`src/design/ial_pkg.sv`:
```
// Shared types, codes and defaults for the indexed array list.
`timescale 1ns / 1ps
`default_nettype none

package ial_pkg;

    localparam int CAPACITY_DEF   = 64;
    localparam int DATA_WIDTH_DEF = 32;

    localparam int REQ_W    = 2;
    localparam int INDEX_W  = 7;
    localparam int VALUE_W  = 32;
    localparam int LENGTH_W = 7;
    localparam int STATUS_W = 2;

    typedef enum logic [REQ_W-1:0] {
        REQ_INSERT = 2'd0,
        REQ_APPEND = 2'd1,
        REQ_ERASE  = 2'd2,
        REQ_READ   = 2'd3
    } req_t;

    typedef enum logic [STATUS_W-1:0] {
        ST_OK        = 2'd0,
        ST_BAD_INDEX = 2'd1,
        ST_FULL      = 2'd2
    } status_t;

    typedef enum logic [2:0] {
        S_IDLE,
        S_DECIDE,
        S_SHIFT_RD,
        S_SHIFT_WR,
        S_PUT_VAL,
        S_READ_MEM,
        S_FINISH
    } state_t;

    // controller -> datapath
    typedef struct packed {
        logic load;      // capture the request and seed the pointer
        logic rd_shift;  // read the neighbor of the pointer
        logic wr_shift;  // write the read word at the pointer and step it
        logic wr_val;    // write the request value at the pointer
        logic rd_one;    // read the entry named by the request
        logic finish;    // load the result register and commit the length
    } cmd_t;

    // datapath -> controller
    typedef struct packed {
        req_t req;
        logic bad;
        logic full;
        logic at_end;
        logic out_busy;
    } stat_t;

endpackage

`default_nettype wire

```
`src/design/ial_ctrl.sv`:
```
// Request sequencer for the indexed array list.
`timescale 1ns / 1ps
`default_nettype none

module ial_ctrl
(
    input  wire logic          clk,
    input  wire logic          rst_n,
    input  wire logic          in_valid,
    output logic               in_ready,
    input  wire ial_pkg::stat_t stat,
    output ial_pkg::cmd_t      cmd
);

    ial_pkg::state_t state_reg;
    ial_pkg::state_t state_next;

    always_ff @(posedge clk or negedge rst_n)
    begin
        if (!rst_n)
        begin
            state_reg <= ial_pkg::S_IDLE;
        end
        else
        begin
            state_reg <= state_next;
        end
    end

    always_comb
    begin
        state_next = state_reg;
        unique case (state_reg)
            ial_pkg::S_IDLE:
            begin
                if (in_valid)
                begin
                    state_next = ial_pkg::S_DECIDE;
                end
            end
            ial_pkg::S_DECIDE:
            begin
                if (stat.bad || stat.full)
                begin
                    state_next = ial_pkg::S_FINISH;
                end
                else if (stat.req == ial_pkg::REQ_READ)
                begin
                    state_next = ial_pkg::S_READ_MEM;
                end
                else
                begin
                    state_next = ial_pkg::S_SHIFT_RD;
                end
            end
            ial_pkg::S_SHIFT_RD:
            begin
                if (!stat.at_end)
                begin
                    state_next = ial_pkg::S_SHIFT_WR;
                end
                else if (stat.req == ial_pkg::REQ_ERASE)
                begin
                    state_next = ial_pkg::S_FINISH;
                end
                else
                begin
                    state_next = ial_pkg::S_PUT_VAL;
                end
            end
            ial_pkg::S_SHIFT_WR: state_next = ial_pkg::S_SHIFT_RD;
            ial_pkg::S_PUT_VAL:  state_next = ial_pkg::S_FINISH;
            ial_pkg::S_READ_MEM: state_next = ial_pkg::S_FINISH;
            ial_pkg::S_FINISH:
            begin
                if (!stat.out_busy)
                begin
                    state_next = ial_pkg::S_IDLE;
                end
            end
            default: state_next = ial_pkg::S_IDLE;
        endcase
    end

    always_comb
    begin
        cmd      = '0;
        in_ready = 1'b0;
        unique case (state_reg)
            ial_pkg::S_IDLE:
            begin
                in_ready = 1'b1;
                cmd.load = in_valid;
            end
            ial_pkg::S_SHIFT_RD: cmd.rd_shift = !stat.at_end;
            ial_pkg::S_SHIFT_WR: cmd.wr_shift = 1'b1;
            ial_pkg::S_PUT_VAL:  cmd.wr_val   = 1'b1;
            ial_pkg::S_READ_MEM: cmd.rd_one   = 1'b1;
            ial_pkg::S_FINISH:   cmd.finish   = !stat.out_busy;
            default:             cmd          = '0;
        endcase
    end

endmodule

`default_nettype wire

```
`src/design/ial_datapath.sv`:
```
// Entry store, length counter, shift pointer and result register.
`timescale 1ns / 1ps
`default_nettype none

module ial_datapath
#(
    parameter int CAPACITY   = ial_pkg::CAPACITY_DEF,
    parameter int DATA_WIDTH = ial_pkg::DATA_WIDTH_DEF
)
(
    input  wire logic                           clk,
    input  wire logic                           rst_n,
    input  wire logic [ial_pkg::REQ_W-1:0]      req_type,
    input  wire logic [ial_pkg::INDEX_W-1:0]    index,
    input  wire logic [ial_pkg::VALUE_W-1:0]    value,
    input  wire ial_pkg::cmd_t                  cmd,
    output ial_pkg::stat_t                      stat,
    output logic                                out_valid,
    input  wire logic                           out_ready,
    output logic [ial_pkg::VALUE_W-1:0]         read_value,
    output logic [ial_pkg::LENGTH_W-1:0]        list_length,
    output logic [ial_pkg::STATUS_W-1:0]        status
);

    localparam int AW    = $clog2(CAPACITY);
    localparam int CW    = $clog2(CAPACITY + 1);
    localparam int CMP_W = (CW > ial_pkg::INDEX_W) ? CW : ial_pkg::INDEX_W;

    logic [DATA_WIDTH-1:0] mem [CAPACITY];

    ial_pkg::req_t           req_reg;
    logic [ial_pkg::INDEX_W-1:0] index_reg;
    logic [DATA_WIDTH-1:0]   value_reg;
    logic [CW-1:0]           count_reg;
    logic [CW-1:0]           count_next;
    logic [AW-1:0]           ptr_reg;
    logic [DATA_WIDTH-1:0]   rdata_reg;

    logic                        out_valid_reg;
    logic [ial_pkg::VALUE_W-1:0] read_value_reg;
    logic [ial_pkg::LENGTH_W-1:0] list_length_reg;
    ial_pkg::status_t            status_reg;

    logic [CMP_W-1:0] pos_ext;
    logic [CMP_W-1:0] cnt_ext;
    logic [CMP_W-1:0] ptr_ext;
    logic [AW-1:0]    src_addr;
    logic [AW-1:0]    pos_addr;
    logic [63:0]      value_wide;
    logic [63:0]      rdata_wide;
    ial_pkg::status_t result_status;
    logic             bad;
    logic             full;

    assign pos_ext  = CMP_W'(index_reg);
    assign cnt_ext  = CMP_W'(count_reg);
    assign ptr_ext  = CMP_W'(ptr_reg);
    assign pos_addr = pos_ext[AW-1:0];
    assign src_addr = (req_reg == ial_pkg::REQ_INSERT) ? ptr_reg - 1'b1 : ptr_reg + 1'b1;

    assign value_wide = 64'(value);
    assign rdata_wide = 64'(rdata_reg);

    always_comb
    begin
        bad  = 1'b0;
        full = 1'b0;
        unique case (req_reg)
            ial_pkg::REQ_INSERT:
            begin
                bad  = pos_ext > cnt_ext;
                full = count_reg == CW'(CAPACITY);
            end
            ial_pkg::REQ_APPEND: full = count_reg == CW'(CAPACITY);
            ial_pkg::REQ_ERASE:  bad  = pos_ext >= cnt_ext;
            ial_pkg::REQ_READ:   bad  = pos_ext >= cnt_ext;
            default:             bad  = 1'b0;
        endcase
    end

    always_comb
    begin
        priority if (bad)
        begin
            result_status = ial_pkg::ST_BAD_INDEX;
        end
        else if (full)
        begin
            result_status = ial_pkg::ST_FULL;
        end
        else
        begin
            result_status = ial_pkg::ST_OK;
        end
    end

    always_comb
    begin
        count_next = count_reg;
        if (result_status == ial_pkg::ST_OK)
        begin
            unique case (req_reg)
                ial_pkg::REQ_INSERT: count_next = count_reg + 1'b1;
                ial_pkg::REQ_APPEND: count_next = count_reg + 1'b1;
                ial_pkg::REQ_ERASE:  count_next = count_reg - 1'b1;
                ial_pkg::REQ_READ:   count_next = count_reg;
                default:             count_next = count_reg;
            endcase
        end
    end

    assign stat.req      = req_reg;
    assign stat.bad      = bad;
    assign stat.full     = full;
    assign stat.at_end   = (req_reg == ial_pkg::REQ_APPEND)
                        || ((req_reg == ial_pkg::REQ_INSERT) && (ptr_ext == pos_ext))
                        || ((req_reg == ial_pkg::REQ_ERASE) && (ptr_ext + 1'b1 == cnt_ext));
    assign stat.out_busy = out_valid_reg && !out_ready;

    // request capture and shift pointer
    always_ff @(posedge clk)
    begin
        if (cmd.load)
        begin
            req_reg   <= ial_pkg::req_t'(req_type);
            index_reg <= index;
            value_reg <= value_wide[DATA_WIDTH-1:0];
            if ((req_type == ial_pkg::REQ_INSERT) || (req_type == ial_pkg::REQ_APPEND))
            begin
                ptr_reg <= count_reg[AW-1:0];
            end
            else
            begin
                ptr_reg <= index[AW-1:0];
            end
        end
        else if (cmd.wr_shift)
        begin
            ptr_reg <= src_addr;
        end
    end

    // entry store: one write and one registered read per cycle
    always_ff @(posedge clk)
    begin
        if (cmd.wr_shift)
        begin
            mem[ptr_reg] <= rdata_reg;
        end
        else if (cmd.wr_val)
        begin
            mem[ptr_reg] <= value_reg;
        end
        if (cmd.rd_shift)
        begin
            rdata_reg <= mem[src_addr];
        end
        else if (cmd.rd_one)
        begin
            rdata_reg <= mem[pos_addr];
        end
    end

    always_ff @(posedge clk or negedge rst_n)
    begin
        if (!rst_n)
        begin
            count_reg     <= '0;
            out_valid_reg <= 1'b0;
        end
        else
        begin
            if (cmd.finish)
            begin
                count_reg     <= count_next;
                out_valid_reg <= 1'b1;
            end
            else if (out_ready)
            begin
                out_valid_reg <= 1'b0;
            end
        end
    end

    always_ff @(posedge clk)
    begin
        if (cmd.finish)
        begin
            list_length_reg <= ial_pkg::LENGTH_W'(count_next);
            status_reg      <= result_status;
            if ((req_reg == ial_pkg::REQ_READ) && (result_status == ial_pkg::ST_OK))
            begin
                read_value_reg <= rdata_wide[ial_pkg::VALUE_W-1:0];
            end
            else
            begin
                read_value_reg <= '0;
            end
        end
    end

    assign out_valid   = out_valid_reg;
    assign read_value  = read_value_reg;
    assign list_length = list_length_reg;
    assign status      = status_reg;

endmodule

`default_nettype wire

```
`src/design/indexed_array_list_top.sv`:
```
// Top level of the indexed array list: sequencer plus datapath.
//
// Usage: an ordered list of up to CAPACITY words held in a single-port store.
// Input channel (in_valid/in_ready) carries one request: req_type, index, value.
// Insert places value at index and moves later entries up, append adds it at
// the end, erase removes the entry at index and moves later entries down, read
// returns the entry at index. Every request yields one result on the output
// channel (out_valid/out_ready): read_value, list_length and status.
// Each request is checked first; a rejected one goes straight to the result,
// a read reads one store entry and an append writes one. Insert and erase move
// the later entries one at a time; each moved entry costs one store read and
// one store write, since the store has one port.
// One request is in work at a time; the next is taken the cycle after the
// result register loads, while that result may still wait to be taken.
// A stalled receiver holds the result; the sequencer then waits in its last
// step until the result register is free.
// Reset empties the list and drops any pending result; the store itself is
// not cleared, only positions below the length are ever read.
`timescale 1ns / 1ps
`default_nettype none

module indexed_array_list_top
#(
    parameter int CAPACITY   = ial_pkg::CAPACITY_DEF,
    parameter int DATA_WIDTH = ial_pkg::DATA_WIDTH_DEF
)
(
    input  wire logic                           clk,
    input  wire logic                           rst_n,
    input  wire logic                           in_valid,
    output logic                                in_ready,
    input  wire logic [ial_pkg::REQ_W-1:0]      req_type,
    input  wire logic [ial_pkg::INDEX_W-1:0]    index,
    input  wire logic [ial_pkg::VALUE_W-1:0]    value,
    output logic                                out_valid,
    input  wire logic                           out_ready,
    output logic [ial_pkg::VALUE_W-1:0]         read_value,
    output logic [ial_pkg::LENGTH_W-1:0]        list_length,
    output logic [ial_pkg::STATUS_W-1:0]        status
);

    ial_pkg::cmd_t  cmd;
    ial_pkg::stat_t stat;

    // sequencer: steps each request through decide, shift, write or read, and finish
    ial_ctrl u_ctrl
    (
        .clk      (clk),
        .rst_n    (rst_n),
        .in_valid (in_valid),
        .in_ready (in_ready),
        .stat     (stat),
        .cmd      (cmd)
    );

    // datapath: store, length counter, pointer and result register
    ial_datapath
    #(
        .CAPACITY   (CAPACITY),
        .DATA_WIDTH (DATA_WIDTH)
    )
    u_datapath
    (
        .clk         (clk),
        .rst_n       (rst_n),
        .req_type    (req_type),
        .index       (index),
        .value       (value),
        .cmd         (cmd),
        .stat        (stat),
        .out_valid   (out_valid),
        .out_ready   (out_ready),
        .read_value  (read_value),
        .list_length (list_length),
        .status      (status)
    );

    // one request at a time: acceptance closes the input until the result loads
    assert property (@(posedge clk) disable iff (!rst_n)
        (in_valid && in_ready) |=> !in_ready)
        else $error("request accepted while another was in work");

    // a result never carries an unused status code
    assert property (@(posedge clk) disable iff (!rst_n)
        out_valid |-> ((status == ial_pkg::ST_OK) || (status == ial_pkg::ST_BAD_INDEX)
                       || (status == ial_pkg::ST_FULL)))
        else $error("result carries an unused status code");

    // a full report means the list holds exactly CAPACITY entries
    assert property (@(posedge clk) disable iff (!rst_n)
        (out_valid && (status == ial_pkg::ST_FULL))
            |-> (list_length == ial_pkg::LENGTH_W'(CAPACITY)))
        else $error("full reported with a short list");

    // a failed request returns no data
    assert property (@(posedge clk) disable iff (!rst_n)
        (out_valid && (status != ial_pkg::ST_OK)) |-> (read_value == '0))
        else $error("failed request returned data");

endmodule

`default_nettype wire

```
`config.mk`:
```
export PLATFORM = sky130hd
export DESIGN_NAME = indexed_array_list_top
export DESIGN_NICKNAME = d
export VERILOG_FILES = /design/src/design/ial_pkg.sv /design/src/design/ial_ctrl.sv /design/src/design/ial_datapath.sv /design/src/design/indexed_array_list_top.sv
export SDC_FILE = /design/constraint.sdc
export NUM_CORES = 2
export LEC_CHECK = 0
export BUFFER_PORTS_ARGS = -buffer_cell sky130_fd_sc_hd__buf_2
export CAP_MARGIN = 20
export CORE_MARGIN = 2
export CORE_UTILIZATION = 35
export CTS_BUF_LIST = sky130_fd_sc_hd__clkbuf_2 sky130_fd_sc_hd__clkbuf_4 sky130_fd_sc_hd__clkbuf_8
export DETAILED_ROUTE_END_ITERATION = 6
export PLACE_DENSITY = 0.61
export SLEW_MARGIN = 20
export SYNTH_ARGS = -nofsm -noshare
export SYNTH_HDL_FRONTEND = slang
export SYNTH_SLANG_ARGS = --single-unit
```
`constraint.sdc`:
```
create_clock -name clk -period 7.3 [get_ports clk]
set_input_delay 0.365 -clock clk [delete_from_list [all_inputs] [get_ports clk]]
set_output_delay 0.365 -clock clk [all_outputs]
set_load 0.005 [all_outputs]
```
# After elaboration in Yosys (flattened, before gate mapping)
# Memory sizes are Yosys's and may differ from the RTL's. A register that Yosys moved wholly into a read port is not among the register bits.
# Index checks and enable logic that the tools add are counted.
# W data, S select, Z words.
# totals
reg_bits	131
mem_bits_rw	2048
in_bits	45
output_inout_bits	43
elab_cells	92
n_memories	1
# op_classes
addsub	5
n_lt_le_gt_ge	2
n_eq_ne	15
mux	35
bitwise	1
reduce_logical	22
# mem_list
memory	words	word_bits	rd	rd_clocked_by_memory_dff	write_ports	line	source
u_datapath.mem	64	32	2	1	1	ial_datapath.sv:29	logic [DATA_WIDTH-1:0] mem [CAPACITY];
# op_table
cell	count
$mux W32	3
$mux W6	5
$pmux W7 S3	1
$pmux W3 S6	1
$mux W1	15
$mux W3	5
$eq A3 B3 Y1 const B	3
$add A6 B1 Y7 const B	1
$add A7 B1 Y7 const B	1
$eq A6 B7 Y1	1
$eq A7 B7 Y1	1
$eq A7 B7 Y1 const B	1
$ge A7 B7 Y1	1
$gt A7 B7 Y1	1
$mux W7	1
$sub A7 B1 Y7 const B	1
$add A6 B1 Y6 const B	1
$eq A3 B2 Y1 const B	2
$logic_not A2 Y1	3
$mux W2	3
$reduce_bool A2 Y1	3
$reduce_or A2 Y1	3
$sub A6 B1 Y6 const B	1
$eq A2 B1 Y1 const B	2
other kinds (10)	20

# Depth between registers and ports, before layout
# logic_depth
word_depth	7
mapped_depth	13
mapped_depth_nobuf	10

# Hierarchy
# Synthesis repeated with hierarchy kept, for this count alone.
# hier_totals
hier_cells	5269
hier_area_um2	101325.9
# modules_own_cells
mod	n_inst	cells_each	area_each_um2	seq_area_each_um2
ial_datapath	1	5237	101063.2	65422.7
ial_ctrl	1	32	262.8	75.1

# Worst setup path before layout
# OpenSTA, ideal clock, no wires.
# synth_path
kind	register -> register
start	reg u_ctrl.state_reg[2]
end	mem u_datapath.mem[32][0] (netlist bit), enable pin
setup_ps	501
arrival_ps	4834
t_required_ps	6799
setup_slack_ps	1964
stages_incl_launch_ff	7
path_buffers	2
synth_period_minus_slack_ps	5336
cell_sequence	dfrtp_1 -> clkbuf_1 -> nor3b_1 -> o21bai_1 -> clkbuf_1 -> nand2_1 -> nor4_1
# synth_via
elab_chain_cells	6
word_cells_on_any_way	10
classes_between	eq/ne (2); mux (7); bitwise (1)
# synth_rtl
item	line	source
from (decl)	ial_ctrl.sv:15	ial_pkg::state_t state_reg;
from (signal assigned)	ial_ctrl.sv:22	state_reg <= ial_pkg::S_IDLE;
from (signal assigned)	ial_ctrl.sv:26	state_reg <= state_next;
$eq A3 B3 Y1	ial_ctrl.sv:89	unique case (state_reg)
$mux W1	ial_ctrl.sv:89	
$mux W1	ial_datapath.sv:150	else if (cmd.wr_val)
$mux W1	ial_datapath.sv:146	if (cmd.wr_shift)
$mux W1 (implied by the code)	ial_datapath.sv:152	mem[ptr_reg] <= value_reg;
$or A1 B1 Y1 (no source line) *	-	
to (decl)	ial_datapath.sv:29	
# Every way passes the cells marked *; elsewhere a longest branch is shown, timed or not.

# Worst setup path after layout
# layout_path
start	reg u_datapath.ptr_reg[0]
end	mem u_datapath.mem[21][22] (netlist bit), enable pin
# layout_rtl
item	line	source
from (decl)	ial_datapath.sv:36	logic [AW-1:0] ptr_reg;
from (signal assigned)	ial_datapath.sv:130	ptr_reg <= count_reg[AW-1:0];
from (signal assigned)	ial_datapath.sv:134	ptr_reg <= index[AW-1:0];
from (signal assigned)	ial_datapath.sv:139	ptr_reg <= src_addr;
# No word-level cell before the write port.

==> reports/summary.json <==
{
  "r2r.worst_path.cells": 6,
  "clock_latency_ps": 1110,
  "adder_cell_fraction_of_synth_area_pct": 0.250,
  "vdd_drop_max_mv": 0.603,
  "combinational_family_with_the_most_area_after_synthesis": "multiplexers",
  "ys_top_cells_by_area": "sky130_fd_sc_hd__edfxtp_1, sky130_fd_sc_hd__mux4_2, sky130_fd_sc_hd__mux2i_1",
  "globalplace.congestion": 0.877,
  "timing.clock.skew_ps": 88.0,
  "max-cap-violations": 0,
  "wirelength_um": 322000,
  "htree_levels": 5,
  "max_slew_margin_pct": 18.6,
  "synth_edf_count": 2168,
  "critical-path-max-stage-delay_ps": 1030,
  "fp.dieW_um": 541,
  "fraction_of_final_layout_cells_with_drive_strength_greater_than_1_pct": 42.0,
  "cts_tree": "built",
  "io_pins": 88,
  "cp.required_ps": 7970,
  "ctsResizeCount": 0,
  "hold_viol": 0,
  "core_region_area_um2": 287000,
  "worst-path-buf-inv": 3,
  "port-buffer-count": 87,
  "worst_slew_pin_slew_ps": 1220,
  "timing.hold.worst.class": "input pin to flip-flop",
  "cp_data_arrival_time_ps": 5830,
  "yosysTopAreaCell": "sky130_fd_sc_hd__edfxtp_1",
  "sequential_fraction_of_the_synthesis_area_pct": 64.9,
  "drt.antenna.violating_nets": 0,
  "critPathMaxFanout": 114,
  "die_area_um2": 293000,
  "finalSetupViolCount": 0,
  "dr_total_vias": 56700,
  "synth_largest_type_area_fraction_pct": 64.5,
  "final_common_cell": "sky130_fd_sc_hd__edfxtp_1",
  "holdCritStartpoint": "value[26]",
  "detail_route.iter0.violations": 8272,
  "synth_top_flop_cell": "sky130_fd_sc_hd__edfxtp_1",
  "drv_slew": 0,
  "leakagePower_nw": 35.6,
  "post_cts.repair.setup_buffers": 0,
  "synth.area.mux_share_pct": 29.6,
  "grt_antenna_before_repair": 11,
  "numClockSinks": 2185,
  "remaining_drc_errors": 0,
  "first_global_vias": 56600,
  "rr_startpoint": "u_datapath.ptr_reg[0]",
  "yosys_register_bits": 2185,
  "share_of_the_synthesized_netlist_area_taken_by_xor_and_xnor_gates_pct": 0.192,
  "slowest_stage": "sky130_fd_sc_hd__nor2_4",
  "fp.dieH_um": 541,
  "synthSimpleGateAreaFrac_pct": 1.97,
  "synth_compound_area_share_pct": 1.17,
  "initial_core_util_pct": 35.1,
  "endpoint_kind": "flip-flop",
  "syn-instance-count": 4603,
  "synth.net_count": 4667,
  "syn_avg_cell_area_um2": 21.9,
  "final_cell_mix": "sky130_fd_sc_hd__edfxtp_1, sky130_fd_sc_hd__mux4_2, sky130_fd_sc_hd__clkbuf_8",
  "grt_first_pass_wirelength_um": 448000,
  "r2r-end": "u_datapath.mem[21][22]",
  "regMostFlops": "u_datapath.mem",
  "grt.overflow.total": 0,
  "dp_hpwl_um": 179000,
  "largest_register_ff_count": 2048,
  "critical_path.most_common_cell": "sky130_fd_sc_hd__buf_4",
  "cts_root_buf": "sky130_fd_sc_hd__clkbuf_8",
  "grt_max_degree": 129,
  "yosys.cell_types.count": 68,
  "cts_hold_repair.buffers": 83,
  "regToRegSetupSlack_ps": 2140,
  "status": "finished clean",
  "fin_nets": 5031,
  "ordered_cell_list_for_the_critical_path": "buf_12, buf_4, nand3b_1, nand2b_1, nor2_4, buf_4",
  "holdPathEnd": "u_datapath.value_reg[26]",
  "maximum_root_to_sink_buffer_count": 4,
  "power_per_cell_area_nw_per_um2": 442,
  "timing.critical_path.max_delay_family": "buffers and inverters",
  "grtUsageTotal_pct": 21.8,
  "yosysWarnings": 0,
  "cts-buffers-inserted": 384,
  "drt_first_pass_iters": 6,
  "worst_hold_path.num_cells": 2,
  "clkSlewWorstSetupHoldPaths_ps": 70,
  "worstSetupStartpointType": "flip-flop",
  "area_growth_pct": 13.8,
  "total_power_mw": 50.8,
  "placement_rows": 197,
  "route.detailed.wl_per_inst_um": 35.7,
  "timing_worst_setup_path_type": "flip-flop to flip-flop",
  "rsz_0062_raised_after_global_routing": "false",
  "max_freq_mhz": 194,
  "synthArstFlopShare_pct": 0.503,
  "post-route-min-period_ps": 5160,
  "final.setup.tns_ps": 0,
  "detail_route.vias_per_cell": 6.27,
  "part_of_the_cycle_the_worst_path_needs_pct": 70.7,
  "synth.cell_area_um2": 101000
}
==> cells in the mapped netlist (3+ instances only) <==
cell	instances
sky130_fd_sc_hd__xnor2_1	13
sky130_fd_sc_hd__a21oi_1	21
sky130_fd_sc_hd__nor2b_1	12
sky130_fd_sc_hd__mux4_2	1245
sky130_fd_sc_hd__and2_1	43
sky130_fd_sc_hd__nand3_1	36
sky130_fd_sc_hd__mux2_2	57
sky130_fd_sc_hd__a21o_1	11
sky130_fd_sc_hd__and4_1	20
sky130_fd_sc_hd__o21ai_0	38
sky130_fd_sc_hd__nor3b_1	3
sky130_fd_sc_hd__inv_1	18
sky130_fd_sc_hd__ha_1	17
sky130_fd_sc_hd__and3_1	3
sky130_fd_sc_hd__nand3b_1	7
sky130_fd_sc_hd__nand2b_1	14
sky130_fd_sc_hd__o211ai_1	9
sky130_fd_sc_hd__buf_2	148
sky130_fd_sc_hd__or3_1	5
sky130_fd_sc_hd__a31oi_1	7
sky130_fd_sc_hd__o21ai_1	3
sky130_fd_sc_hd__nor4_1	5
sky130_fd_sc_hd__a22oi_1	14
sky130_fd_sc_hd__edfxtp_1	2168
sky130_fd_sc_hd__dfrtp_1	11
sky130_fd_sc_hd__buf_1	22
sky130_fd_sc_hd__dfxtp_1	6
sky130_fd_sc_hd__o22ai_1	3
sky130_fd_sc_hd__mux2i_1	124
sky130_fd_sc_hd__nand2_1	86
sky130_fd_sc_hd__buf_6	14
sky130_fd_sc_hd__buf_4	52
sky130_fd_sc_hd__nor3_1	23
sky130_fd_sc_hd__xor2_1	6
sky130_fd_sc_hd__a211oi_1	36
sky130_fd_sc_hd__a211o_1	7
sky130_fd_sc_hd__clkbuf_1	119
sky130_fd_sc_hd__nor2_1	141
==> per-layer routing <==
layer / vias to the layer above / GRT usage (%) / routed length (µm)
met2: 4025 / 33.6 / 150000
met5: - / 0 / 16
met4: 2 / 8.47 / 13000
li1: 21100 / - / -
met3: 672 / 5.52 / 36800
met1: 30900 / 29.6 / 123000
==> how the worst max path moves through the flow <==
stage	from	to	cells after the start
6_report	u_datapath.ptr_reg[0]	u_datapath.mem[21][22]	6
5_1_grt	u_datapath.ptr_reg[0]	u_datapath.rdata_reg[21]	9
4_1_cts	u_datapath.ptr_reg[0]	u_datapath.mem[21][22]	6
3_5_place_dp	u_datapath.ptr_reg[0]	u_datapath.rdata_reg[21]	9
3_3_place_gp	u_datapath.ptr_reg[1]	u_datapath.rdata_reg[9]	7
2_1_floorplan	u_ctrl.state_reg[2]	u_datapath.mem[32][0]	6
==> cells by family (layout without fill, tap and decap cells) <==
kind of cell	after synthesis	count (layout)
AO/OA/AOI/OAI	172	172
XOR/XNOR	20	20
adder cells (fa/ha/maj)	19	19
buffers and inverters	374	1015
flip-flops	2185	2185
multiplexers	1426	1426
other	0	8
AND/OR/NAND/NOR	407	407
==> where the power goes <==
| group | leakage, nW | switching (mW) | internal [mW] | total [mW] |
|---|---|---|---|---|
| Clock | 3.84 | 5.11 | 5.99 | 11.1 |
| Sequential | 19.7 | 0.687 | 16.7 | 17.4 |
| Combinational | 12.1 | 12.3 | 9.99 | 22.3 |
| Total | 35.6 | 18.1 | 32.7 | 50.8 |
==> stage by stage <==
stage	utilization (%)	setup slack [ps]	cell area, µm²	instances	hold WS, ps
global placement	37.0	2410	106000	8269	257
finish	39.9	2140	115000	9033	79.7
floorplan	-	1960	101000	4603	69.4
global route	39.9	2030	115000	9027	50.1
detailed placement	37.0	2310	106000	8272	272
CTS	39.8	2210	115000	9018	0.953
==> final cells by class <==
| cell class | count | area, µm² |
|---|---|---|
| Sequential cell | 2185 | 65500 |
| Fill cell | 25200 | 173000 |
| Clock buffer | 483 | 6070 |
| Antenna cell | 8 | 20.0 |
| Multi-Input combinational cell | 2044 | 34200 |
| Tap cell | 3781 | 4730 |
| Timing Repair Buffer | 333 | 3020 |
| Inverter | 19 | 76.3 |
| Clock inverter | 180 | 1200 |
Power figures use the tool's default switching activity.
